===== config.mk =====
export PLATFORM = sky130hd
export DESIGN_NAME = packet_flow_key_parser_core
export DESIGN_NICKNAME = d
export VERILOG_FILES = /design/src/hdl/pfkp_pkg.sv /design/src/hdl/pfkp_out_reg.sv /design/src/hdl/pfkp_parse.sv /design/src/hdl/packet_flow_key_parser_core.sv
export SDC_FILE = /design/constraint.sdc
export NUM_CORES = 1
export LEC_CHECK = 0
export BUFFER_PORTS_ARGS = -buffer_cell sky130_fd_sc_hd__buf_4
export CORE_ASPECT_RATIO = 1.25
export CORE_UTILIZATION = 45
export DETAILED_ROUTE_END_ITERATION = 8
export PLACE_DENSITY = 0.67
export REMOVE_ABC_BUFFERS = 1
export SLEW_MARGIN = 20
export SYNTH_ARGS = -nofsm -noshare
export SYNTH_HDL_FRONTEND = slang
export SYNTH_HIERARCHICAL = 1
export SYNTH_SLANG_ARGS = --single-unit
export TNS_END_PERCENT = 30

===== constraint.sdc =====
create_clock -name clk_i -period 6.32 [get_ports clk_i]
set_clock_uncertainty 0.1 [all_clocks]
set_input_delay 0.316 -clock clk_i [delete_from_list [all_inputs] [get_ports clk_i]]
set_output_delay 0.316 -clock clk_i [all_outputs]
set_load 0.01 [all_outputs]

===== src/hdl/pfkp_pkg.sv =====
// package: types, constants and helpers for the flow key parser
`timescale 1ns / 1ps
`default_nettype none
package pfkp_pkg;

  localparam int unsigned MaxLayersDef  = 4;
  localparam int unsigned OffsetBitsDef = 16;

  localparam logic [15:0] EthPIp     = 16'h0800;
  localparam logic [15:0] EthPIpv6   = 16'h86DD;
  localparam logic [15:0] EthP8021q  = 16'h8100;
  localparam logic [15:0] EthPPppSes = 16'h8864;
  localparam logic [15:0] PppIp      = 16'h0021;
  localparam logic [15:0] PppIpv6    = 16'h0057;
  localparam logic [7:0]  IpprotoGre  = 8'd47;
  localparam logic [7:0]  IpprotoIpip = 8'd4;
  localparam logic [7:0]  IpprotoAh   = 8'd51;
  localparam logic [7:0]  IpprotoTcp     = 8'd6;
  localparam logic [7:0]  IpprotoUdp     = 8'd17;
  localparam logic [7:0]  IpprotoDccp    = 8'd33;
  localparam logic [7:0]  IpprotoEsp     = 8'd50;
  localparam logic [7:0]  IpprotoSctp    = 8'd132;
  localparam logic [7:0]  IpprotoUdplite = 8'd136;
  localparam logic [15:0] GreCsum    = 16'h8000;
  localparam logic [15:0] GreRouting = 16'h4000;
  localparam logic [15:0] GreKey     = 16'h2000;
  localparam logic [15:0] GreSeq     = 16'h1000;
  localparam logic [15:0] GreVersion = 16'h0007;

  localparam logic [3:0] PhIdle  = 4'd0;
  localparam logic [3:0] PhVlan  = 4'd1;
  localparam logic [3:0] PhPppoe = 4'd2;
  localparam logic [3:0] PhIpv4  = 4'd3;
  localparam logic [3:0] PhIpv6  = 4'd4;
  localparam logic [3:0] PhGre   = 4'd5;
  localparam logic [3:0] PhPorts = 4'd6;
  localparam logic [3:0] PhDone  = 4'd7;
  localparam logic [3:0] PhFail  = 4'd8;

  typedef struct packed {
    logic [7:0]  data_byte;
    logic        first_byte;
    logic        last_byte;
    logic [15:0] ethertype;
  } in_word_t;

  typedef struct packed {
    logic        ok;
    logic [31:0] src_addr;
    logic [31:0] dst_addr;
    logic [31:0] ports;
    logic [7:0]  l4_proto;
  } out_word_t;

endpackage
`default_nettype wire


===== src/hdl/pfkp_out_reg.sv =====
// output register with skid stage for result words
`timescale 1ns / 1ps
`default_nettype none
module pfkp_out_reg (
  input  wire                   clk_i,
  input  wire                   rst_ni,
  input  wire                   valid_i,
  input  pfkp_pkg::out_word_t   word_i,
  output logic                  stall_o,
  output logic                  valid_o,
  input  wire                   stall_i,
  output pfkp_pkg::out_word_t   word_o
);

  logic                valid_q, skid_q;
  pfkp_pkg::out_word_t word_q, skid_word_q;

  assign valid_o = valid_q;
  assign word_o  = word_q;
  assign stall_o = skid_q;

  always_ff @(posedge clk_i or negedge rst_ni) begin
    if (!rst_ni) begin
      valid_q <= 1'b0;
      skid_q  <= 1'b0;
    end else begin
      if (!valid_q || !stall_i) begin
        if (skid_q) begin
          valid_q <= 1'b1;
          skid_q  <= 1'b0;
        end else begin
          valid_q <= valid_i;
        end
      end else if (valid_i && !skid_q) begin
        skid_q <= 1'b1;
      end
    end
  end

  always_ff @(posedge clk_i) begin
    if (!valid_q || !stall_i) begin
      word_q <= skid_q ? skid_word_q : word_i;
    end else if (valid_i && !skid_q) begin
      skid_word_q <= word_i;
    end
  end

endmodule
`default_nettype wire


===== src/hdl/pfkp_parse.sv =====
// per-byte header walk and key capture
`timescale 1ns / 1ps
`default_nettype none
module pfkp_parse #(
  parameter int unsigned MaxLayers  = pfkp_pkg::MaxLayersDef,
  parameter int unsigned OffsetBits = pfkp_pkg::OffsetBitsDef
) (
  input  wire                  clk_i,
  input  wire                  rst_ni,
  input  wire                  take_i,
  input  pfkp_pkg::in_word_t   word_i,
  output logic                 res_valid_o,
  output pfkp_pkg::out_word_t  res_o
);

  localparam logic [OffsetBits-1:0] PosMax = {OffsetBits{1'b1}};
  localparam logic [2:0] LayerLim = 3'(MaxLayers);

  logic [OffsetBits-1:0] pos_q, pos_d, hs_q, hs_d;
  logic [3:0]  ph_q, ph_d;
  logic [31:0] fc_q, fc_d, dc_q, dc_d;
  logic [15:0] gre_q, gre_d;
  logic [2:0]  lc_q, lc_d;
  logic [31:0] ks_q, ks_d, kd_q, kd_d, kp_q, kp_d;
  logic [7:0]  kproto_q, kproto_d, l4_q, l4_d;
  logic        fail_q, fail_d;
  logic [3:0]  ihl_q, ihl_d;
  logic        frag_q, frag_d;

  function automatic logic [OffsetBits-1:0] sat_add(logic [OffsetBits-1:0] a,
                                                    logic [6:0] b);
    logic [OffsetBits:0] s;
    s = {1'b0, a} + (OffsetBits+1)'(b);
    return s[OffsetBits] ? PosMax : s[OffsetBits-1:0];
  endfunction

  always_comb begin
    logic [OffsetBits-1:0] off;
    logic [OffsetBits-1:0] nxt;
    logic [15:0] p16;
    logic [7:0]  l4;
    logic [6:0]  glen;
    logic        do_start, do_final, is_gre;
    logic [3:0]  start_kind;
    logic [7:0]  fin_proto;
    pos_d = pos_q; hs_d = hs_q; ph_d = ph_q; fc_d = fc_q; dc_d = dc_q;
    gre_d = gre_q; lc_d = lc_q; ks_d = ks_q; kd_d = kd_q; kp_d = kp_q;
    kproto_d = kproto_q; l4_d = l4_q; fail_d = fail_q; ihl_d = ihl_q;
    frag_d = frag_q;
    res_valid_o = 1'b0;
    off = '0; nxt = '0; p16 = '0; l4 = '0; glen = 7'd4;
    do_start = 1'b0; do_final = 1'b0; is_gre = 1'b0; start_kind = pfkp_pkg::PhFail;
    fin_proto = '0;
    res_o = '0;
    if (take_i) begin
      if (word_i.first_byte) begin
        pos_d = '0; hs_d = '0; fc_d = '0; dc_d = '0; gre_d = '0; lc_d = '0;
        ks_d = '0; kd_d = '0; kp_d = '0; kproto_d = '0; l4_d = '0;
        fail_d = 1'b0; ihl_d = '0; frag_d = 1'b0;
        p16 = word_i.ethertype;
        do_start = 1'b1;
        nxt = '0;
        case (p16)
          pfkp_pkg::EthPIp:     start_kind = pfkp_pkg::PhIpv4;
          pfkp_pkg::EthPIpv6:   start_kind = pfkp_pkg::PhIpv6;
          pfkp_pkg::EthP8021q:  start_kind = pfkp_pkg::PhVlan;
          pfkp_pkg::EthPPppSes: start_kind = pfkp_pkg::PhPppoe;
          default:              start_kind = pfkp_pkg::PhFail;
        endcase
        // first-byte dispatch applied directly (layer count is zero)
        if (start_kind == pfkp_pkg::PhFail || LayerLim == 3'd0) begin
          ph_d = pfkp_pkg::PhFail; fail_d = 1'b1;
        end else begin
          ph_d = start_kind; lc_d = 3'd1; hs_d = '0;
        end
        do_start = 1'b0;
      end
      if (ph_d != pfkp_pkg::PhIdle) begin
        if (ph_d != pfkp_pkg::PhDone && ph_d != pfkp_pkg::PhFail) begin
          if (pos_d >= PosMax) begin
            if (ph_d == pfkp_pkg::PhPorts) ph_d = pfkp_pkg::PhDone;
            else begin ph_d = pfkp_pkg::PhFail; fail_d = 1'b1; end
          end else if (pos_d >= hs_d) begin
            off = pos_d - hs_d;
            case (ph_d)
              pfkp_pkg::PhVlan: begin
                if (off == 2) fc_d = {24'd0, word_i.data_byte};
                else if (off == 3) begin
                  p16 = {fc_d[7:0], word_i.data_byte};
                  nxt = sat_add(hs_d, 7'd4);
                  do_start = 1'b1;
                end
              end
              pfkp_pkg::PhPppoe: begin
                if (off == 6) fc_d = {24'd0, word_i.data_byte};
                else if (off == 7) begin
                  nxt = sat_add(hs_d, 7'd8);
                  do_start = 1'b1;
                  if ({fc_d[7:0], word_i.data_byte} == pfkp_pkg::PppIp)
                    p16 = pfkp_pkg::EthPIp;
                  else if ({fc_d[7:0], word_i.data_byte} == pfkp_pkg::PppIpv6)
                    p16 = pfkp_pkg::EthPIpv6;
                  else p16 = '0;
                end
              end
              pfkp_pkg::PhIpv4: begin
                if (off == 0) begin
                  ihl_d = word_i.data_byte[3:0]; frag_d = 1'b0;
                end else if (off == 6) frag_d = word_i.data_byte[5:0] != 6'd0;
                else if (off == 7) begin
                  if (word_i.data_byte != 8'd0) frag_d = 1'b1;
                end else if (off == 9) l4_d = word_i.data_byte;
                else if (off >= 12 && off <= 15)
                  fc_d = {fc_d[23:0], word_i.data_byte};
                else if (off >= 16 && off <= 19) begin
                  dc_d = {dc_d[23:0], word_i.data_byte};
                  if (off == 19) begin
                    if (ihl_d < 4'd5) begin
                      ph_d = pfkp_pkg::PhFail; fail_d = 1'b1;
                    end else begin
                      ks_d = fc_d; kd_d = dc_d;
                      l4 = frag_d ? 8'd0 : l4_d;
                      nxt = sat_add(hs_d, {1'b0, ihl_d, 2'b00});
                      if (l4 == pfkp_pkg::IpprotoGre) begin
                        do_start = 1'b1; is_gre = 1'b1;
                      end else if (l4 == pfkp_pkg::IpprotoIpip) begin
                        do_start = 1'b1; p16 = pfkp_pkg::EthPIp;
                      end else begin
                        do_final = 1'b1; fin_proto = l4;
                      end
                    end
                  end
                end
              end
              pfkp_pkg::PhIpv6: begin
                if (off == 6) l4_d = word_i.data_byte;
                else if (off >= 20 && off <= 23)
                  fc_d = {fc_d[23:0], word_i.data_byte};
                else if (off >= 36 && off <= 39) begin
                  dc_d = {dc_d[23:0], word_i.data_byte};
                  if (off == 39) begin
                    ks_d = fc_d; kd_d = dc_d;
                    l4 = l4_d;
                    nxt = sat_add(hs_d, 7'd40);
                    if (l4 == pfkp_pkg::IpprotoGre) begin
                      do_start = 1'b1; is_gre = 1'b1;
                    end else if (l4 == pfkp_pkg::IpprotoIpip) begin
                      do_start = 1'b1; p16 = pfkp_pkg::EthPIp;
                    end else begin
                      do_final = 1'b1; fin_proto = l4;
                    end
                  end
                end
              end
              pfkp_pkg::PhGre: begin
                if (off <= 1) gre_d = {gre_d[7:0], word_i.data_byte};
                else if (off == 2) fc_d = {24'd0, word_i.data_byte};
                else if (off == 3) begin
                  if ((gre_d & (pfkp_pkg::GreVersion | pfkp_pkg::GreRouting)) != 16'd0)
                  begin
                    do_final = 1'b1; fin_proto = pfkp_pkg::IpprotoGre;
                    nxt = sat_add(hs_d, 7'd4);
                  end else begin
                    glen = 7'd4 + ((gre_d & pfkp_pkg::GreCsum) != 0 ? 7'd4 : 7'd0)
                         + ((gre_d & pfkp_pkg::GreKey) != 0 ? 7'd4 : 7'd0)
                         + ((gre_d & pfkp_pkg::GreSeq) != 0 ? 7'd4 : 7'd0);
                    nxt = sat_add(hs_d, glen);
                    p16 = {fc_d[7:0], word_i.data_byte};
                    do_start = 1'b1;
                  end
                end
              end
              pfkp_pkg::PhPorts: begin
                fc_d = {fc_d[23:0], word_i.data_byte};
                if (off == 3) begin
                  kp_d = fc_d; ph_d = pfkp_pkg::PhDone;
                end
              end
              default: ;
            endcase
            if (do_start) begin
              if (is_gre) start_kind = pfkp_pkg::PhGre;
              else begin
                case (p16)
                  pfkp_pkg::EthPIp:     start_kind = pfkp_pkg::PhIpv4;
                  pfkp_pkg::EthPIpv6:   start_kind = pfkp_pkg::PhIpv6;
                  pfkp_pkg::EthP8021q:  start_kind = pfkp_pkg::PhVlan;
                  pfkp_pkg::EthPPppSes: start_kind = pfkp_pkg::PhPppoe;
                  default:              start_kind = pfkp_pkg::PhFail;
                endcase
              end
              if (start_kind == pfkp_pkg::PhFail || lc_d >= LayerLim) begin
                ph_d = pfkp_pkg::PhFail; fail_d = 1'b1;
              end else begin
                ph_d = start_kind; lc_d = lc_d + 3'd1; hs_d = nxt; fc_d = '0;
              end
            end
            if (do_final) begin
              kproto_d = fin_proto;
              case (fin_proto)
                pfkp_pkg::IpprotoTcp, pfkp_pkg::IpprotoUdp, pfkp_pkg::IpprotoDccp,
                pfkp_pkg::IpprotoEsp, pfkp_pkg::IpprotoSctp,
                pfkp_pkg::IpprotoUdplite: begin
                  ph_d = pfkp_pkg::PhPorts; hs_d = nxt; fc_d = '0;
                end
                pfkp_pkg::IpprotoAh: begin
                  ph_d = pfkp_pkg::PhPorts; hs_d = sat_add(nxt, 7'd4); fc_d = '0;
                end
                default: ph_d = pfkp_pkg::PhDone;
              endcase
            end
          end
        end
        pos_d = (pos_d == PosMax) ? PosMax : pos_d + 1'b1;
        if (word_i.last_byte) begin
          if (ph_d != pfkp_pkg::PhPorts && ph_d != pfkp_pkg::PhDone) fail_d = 1'b1;
          res_valid_o    = 1'b1;
          res_o.ok       = !fail_d;
          res_o.src_addr = ks_d;
          res_o.dst_addr = kd_d;
          res_o.ports    = kp_d;
          res_o.l4_proto = kproto_d;
          ph_d = pfkp_pkg::PhIdle;
        end
      end
    end
  end

  always_ff @(posedge clk_i or negedge rst_ni) begin
    if (!rst_ni) begin
      pos_q <= '0; hs_q <= '0; ph_q <= pfkp_pkg::PhIdle; fc_q <= '0; dc_q <= '0;
      gre_q <= '0; lc_q <= '0; ks_q <= '0; kd_q <= '0; kp_q <= '0;
      kproto_q <= '0; l4_q <= '0; fail_q <= 1'b0; ihl_q <= '0; frag_q <= 1'b0;
    end else begin
      pos_q <= pos_d; hs_q <= hs_d; ph_q <= ph_d; fc_q <= fc_d; dc_q <= dc_d;
      gre_q <= gre_d; lc_q <= lc_d; ks_q <= ks_d; kd_q <= kd_d; kp_q <= kp_d;
      kproto_q <= kproto_d; l4_q <= l4_d; fail_q <= fail_d; ihl_q <= ihl_d;
      frag_q <= frag_d;
    end
  end

endmodule
`default_nettype wire


===== src/hdl/packet_flow_key_parser_core.sv =====
// top level of the streaming five-tuple flow key parser
// usage: packet bytes enter on the in channel one word per cycle while in_stall_o is low, starting at
// the network header with first_byte set and the link ethertype alongside.
// an input word is taken when in_valid_i is high and in_stall_o is low.
// the header walk updates its state in the same cycle a byte is taken, so
// one byte per cycle is sustained while in_stall_o is low; the state registers set the rate.
// on the byte with last_byte set, one result word (keys and ok flag) goes to
// the output register (via the skid stage under a stall) and drives out_valid_o.
// a result is taken when out_valid_o is high and out_stall_i is low.
// when the receiver stalls, the held result stays put and one more result
// fits in a skid stage; in_stall_o rises only while that skid stage is full.
// bytes outside a packet are dropped without a result.
// reset clears the parse state and empties both output stages.
`timescale 1ns / 1ps
`default_nettype none
module packet_flow_key_parser_core #(
  parameter int unsigned MaxLayers  = pfkp_pkg::MaxLayersDef,
  parameter int unsigned OffsetBits = pfkp_pkg::OffsetBitsDef
) (
  input  wire                  clk_i,
  input  wire                  rst_ni,
  input  wire                  in_valid_i,
  output logic                 in_stall_o,
  input  pfkp_pkg::in_word_t   in_word_i,
  output logic                 out_valid_o,
  input  wire                  out_stall_i,
  output pfkp_pkg::out_word_t  out_word_o
);

  logic                take;
  logic                res_valid;
  pfkp_pkg::out_word_t res;

  assign take = in_valid_i && !in_stall_o;

  pfkp_parse #(
    .MaxLayers (MaxLayers),
    .OffsetBits(OffsetBits)
  ) u_parse (
    .clk_i      (clk_i),
    .rst_ni     (rst_ni),
    .take_i     (take),
    .word_i     (in_word_i),
    .res_valid_o(res_valid),
    .res_o      (res)
  );

  pfkp_out_reg u_out (
    .clk_i  (clk_i),
    .rst_ni (rst_ni),
    .valid_i(res_valid),
    .word_i (res),
    .stall_o(in_stall_o),
    .valid_o(out_valid_o),
    .stall_i(out_stall_i),
    .word_o (out_word_o)
  );

endmodule
`default_nettype wire

==> impl_metrics.toml <==
[drt]
drt_pre_antenna_iters = 8
route.detailed.wl_per_inst_microns = 30.42
dr_total_vias = 27132
final_wl_microns = 123300
first_iter_violations = 3013
drc = 0
antenna_violating_nets_post_route = 0
viasPerCell = 6.694

[synth]
netlist-cell-type-count = 117
synth_async_sr_flop_share = 0.5183
netlist_area_sq_um = 27480
synth-warning-count = 6
post_synth_edffs = 210
synth-seq-area-share = 0.4354
synthesis.instances = 2897
yosys-top-cells-area = "edfxtp_1, dfrtp_1, nand2_1, mux2_2, a21oi_1"
synth_largest_area_cell = "edfxtp_1"
postSynthRegisterBits = 436
dominantRegCellSynth = "dfrtp_1"
average_instance_area_after_synthesis_sq_um = 9.484
synth_top_cell_area_share = 0.2295

[pwr]
ir_drop_mv = 0.1728
cellLeakagePower_nw = 13.17
power.clock.fraction = 0.407
register_share_of_total_power = 0.466
combPwrFrac = 0.127
post-layout-total-power_mw = 6.663
swShare = 0.2614
powerDensity_nw_per_um2 = 200.2
net-switching-power_mw = 1.742
internal_power_mw = 4.921

[cts]
cts_root_buf = "clkbuf_16"
clock_tree.buffer_depth = 3
clk_pin_slew_ns = 0.06
number_of_cts_inserted_buffers = 44
tritoncts = "done"
level_count_of_the_clock_h_tree = 2
clock-sinks = 436
clock_latency_ns = 0.58

[cells_and_area]
finalNetCount = 3315
register_area_sq_um = 11970
multi_input_area_sq_um = 14750
final.fill_count = 5286
areaGrowthSynthToFinish_pct = 21.16
num_antenna_cells = 0
commonest_non_fill_non_tap_cells_in_the_layout = "buf_4, nand2_1, nor2_1, dfrtp_1, edfxtp_1"
mostFrequentLayoutCell = "buf_4"
final_core_util = 0.5554
proportion_of_layout_cells_with_a_drive_suffix_above_1 = 0.2397
stdcell_count = 4053

[timing]
report.final.setup_viol = 0
post-route-period-util = 0.9864
worst_slew_pin_slew_ns = 1.268
final_hold_fails = 0
drv_slew = 0
slew-limit-headroom = 0.1475
achievable_frequency_ghz = 0.1604
final.min_clock_period_ns = 6.234
timing.hold.ws_ns = 0.07299
finalSetupTns_ns = 0

[die]
design.portCount = 137
die-area_sq_um = 62050
die_width_microns = 223.0
floorplan.rows = 100
floorplan.initialDensity = 0.4584
coreArea_sq_um = 59930
die_h_microns = 278.3

[critical_path]
timing.rr.start = "u_parse/hs_q[6]"
cp_cell_sequence = "nor2b_1 -> inv_1 -> ha_2 -> nor4bb_1 -> a2111oi_0 -> o21ai_0 -> o21ai_0 -> mux2i_1 -> buf_4 -> a2111o_1 -> nor2_1 -> buf_4 -> o21ai_0 -> o31a_1 -> nor3_1 -> a22oi_1 -> buf_4 -> nor3_1 -> o21ai_0 -> a2111oi_1 -> a21o_1"
crit_path_end_kind = "flop"
cp-endpoint = "u_parse/ph_q[1]"
worst_path_max_stage_delay_ns = 0.56
r2r-end = "u_parse/ph_q[1]"
setup.worst_path.start = "u_parse/hs_q[6]"
crit_slowest_cell = "dfrtp_1"
arrival_ns = 6.64
cp_max_fo = 5
critical_path_class = "reg -> reg"
timing.critical_path.from_type = "flop"
reg2reg_setup_slack_ns = 0.09
reg2regPathDepth = 21
cp.required_ns = 6.73
worst_path_most_repeated_cell = "o21ai_0"

[place]
hpwlAfterDp_microns = 91870
gp_congestion = 1.044
placedCellCount = 3967
portBuffers = 136

[global_route]
grt_use_total = 0.3933
vias_in_the_first_global_route = 26595
grt_overflow = 0
grt_start_max_net_pins = 152
grt_first_pass_wirelength_microns = 179600
grt_antenna_before_repair = 2

[outcome]
run_status = "finished, final reports clean"

[job]
maxCapViolCount = 0

[worst_hold_path]
worst_hold_path_type = "in -> reg"
## worst max-delay path: cells and delay by family (launching register included)
kind / cells / cell delay, ns
mux: 1 / 0.15
flops: 1 / 0.56
compound gates: 10 / 2.43
buf+inv: 4 / 0.76
fa+ha+maj: 1 / 0.46
simple gates: 5 / 1.68
## Yosys cell counts (13+ instances only)
cell type	count
xor2_1	19
nor2b_1	46
o21a_1	13
dfrtp_1	226
nand2b_1	25
o221ai_1	16
a31oi_1	33
o21ai_0	138
o211ai_1	26
a2111oi_0	13
mux2_2	94
edfxtp_1	210
o31ai_1	21
xnor2_1	36
a22oi_1	43
and2_1	32
nand2_1	333
nor4_1	28
mux2_4	17
a22o_1	104
ha_1	29
inv_1	41
o2bb2ai_1	51
nor2_1	238
and3_1	67
a32oi_1	15
or3_1	19
nand3_1	69
buf_2	38
a211oi_1	20
a21boi_0	40
nor3_1	81
a21o_1	35
nand4_1	36
a21oi_1	193
o22ai_1	18
clkbuf_1	138
o2111ai_1	14
## layout make-up
cell class | instances | area share
Multi-Input combinational cell | 2219 | 0.4430
Sequential cell | 436 | 0.3594
Timing Repair Buffer | 505 | 0.1186
Clock buffer | 62 | 0.03785
Tap cell | 765 | 0.02875
Clock inverter | 19 | 0.007029
Inverter | 47 | 0.005300
## worst min path at each step
stage | start | to | slack (ns) | depth (start not counted)
after floorplan | rst_ni | u_out/stall_o | -0.08 | 0
final | in_word_i[20] | u_parse/kd_q[2] | 0.07 | 3
after global routing | in_word_i[21] | u_parse/fc_q[3] | 0.07 | 2
after global placement | rst_ni | u_parse/hs_q[15] | 0.21 | 1
after CTS | in_word_i[21] | u_parse/kd_q[3] | 0.03 | 3
after detailed placement | rst_ni | u_parse/hs_q[14] | 0.22 | 1
## timing repair
item	in CTS	in global routing
setup buffers	0	1
endpoints found under the setup margin	42	56
pin swaps	0	3
endpoints found under the hold margin	78	0
hold buffers	3	0
resized for setup	4	34
## sequential cells by signal, summed over array words and instances (netlist names), 11 cells and up
signal and count:
u_out/skid_word_q 105, u_out/word_o 105, u_parse/dc_q 24, u_parse/fc_q 32
u_parse/gre_q 11, u_parse/hs_q 16, u_parse/kd_q 32, u_parse/kp_q 32
u_parse/ks_q 32, u_parse/pos_q 16
## stage by stage
stage                     cell area, sq um  setup slack (ns)
after floorplan                      26650            -2.539
after global placement               31560           -0.1503
after detailed placement             31560           -0.2124
after CTS                            33100           0.04947
after global routing                 33290          -0.03681
final                                33290           0.08574
## layer usage
| layer | vias up | wire length [microns] | part of all wire | global-route usage |
|---|---|---|---|---|
| li1 | 11790 | - | - | - |
| met1 | 13413 | 44080 | 0.36 | 0.4419 |
| met2 | 1496 | 57830 | 0.47 | 0.6512 |
| met3 | 429 | 9036 | 0.073 | 0.07063 |
| met4 | 4 | 12310 | 0.10 | 0.3279 |
| met5 | - | 22 | 0.00018 | 0 |
## kinds of logic after synthesis
logic type	after synthesis	share of synthesized area
and+or+nand+nor	1057	0.1902
AOI/OAI and AO/OA	952	0.2529
DFF	436	0.4354
buffers and inverters	242	0.03643
muxes	123	0.05219
xor gates and xnor gates	55	0.01753
adders and majority gates	32	0.01539
## power groups by stage
stage,registers (mW),clock network (mW),logic (mW)
floorplan,3.19,0,0.347
global placement,3.15,0,0.801
detailed placement,3.16,0,0.811
CTS,3.10,2.75,0.817
global route,3.11,2.85,0.892
finish,3.10,2.71,0.847
(Power assumes the default switching activity.)
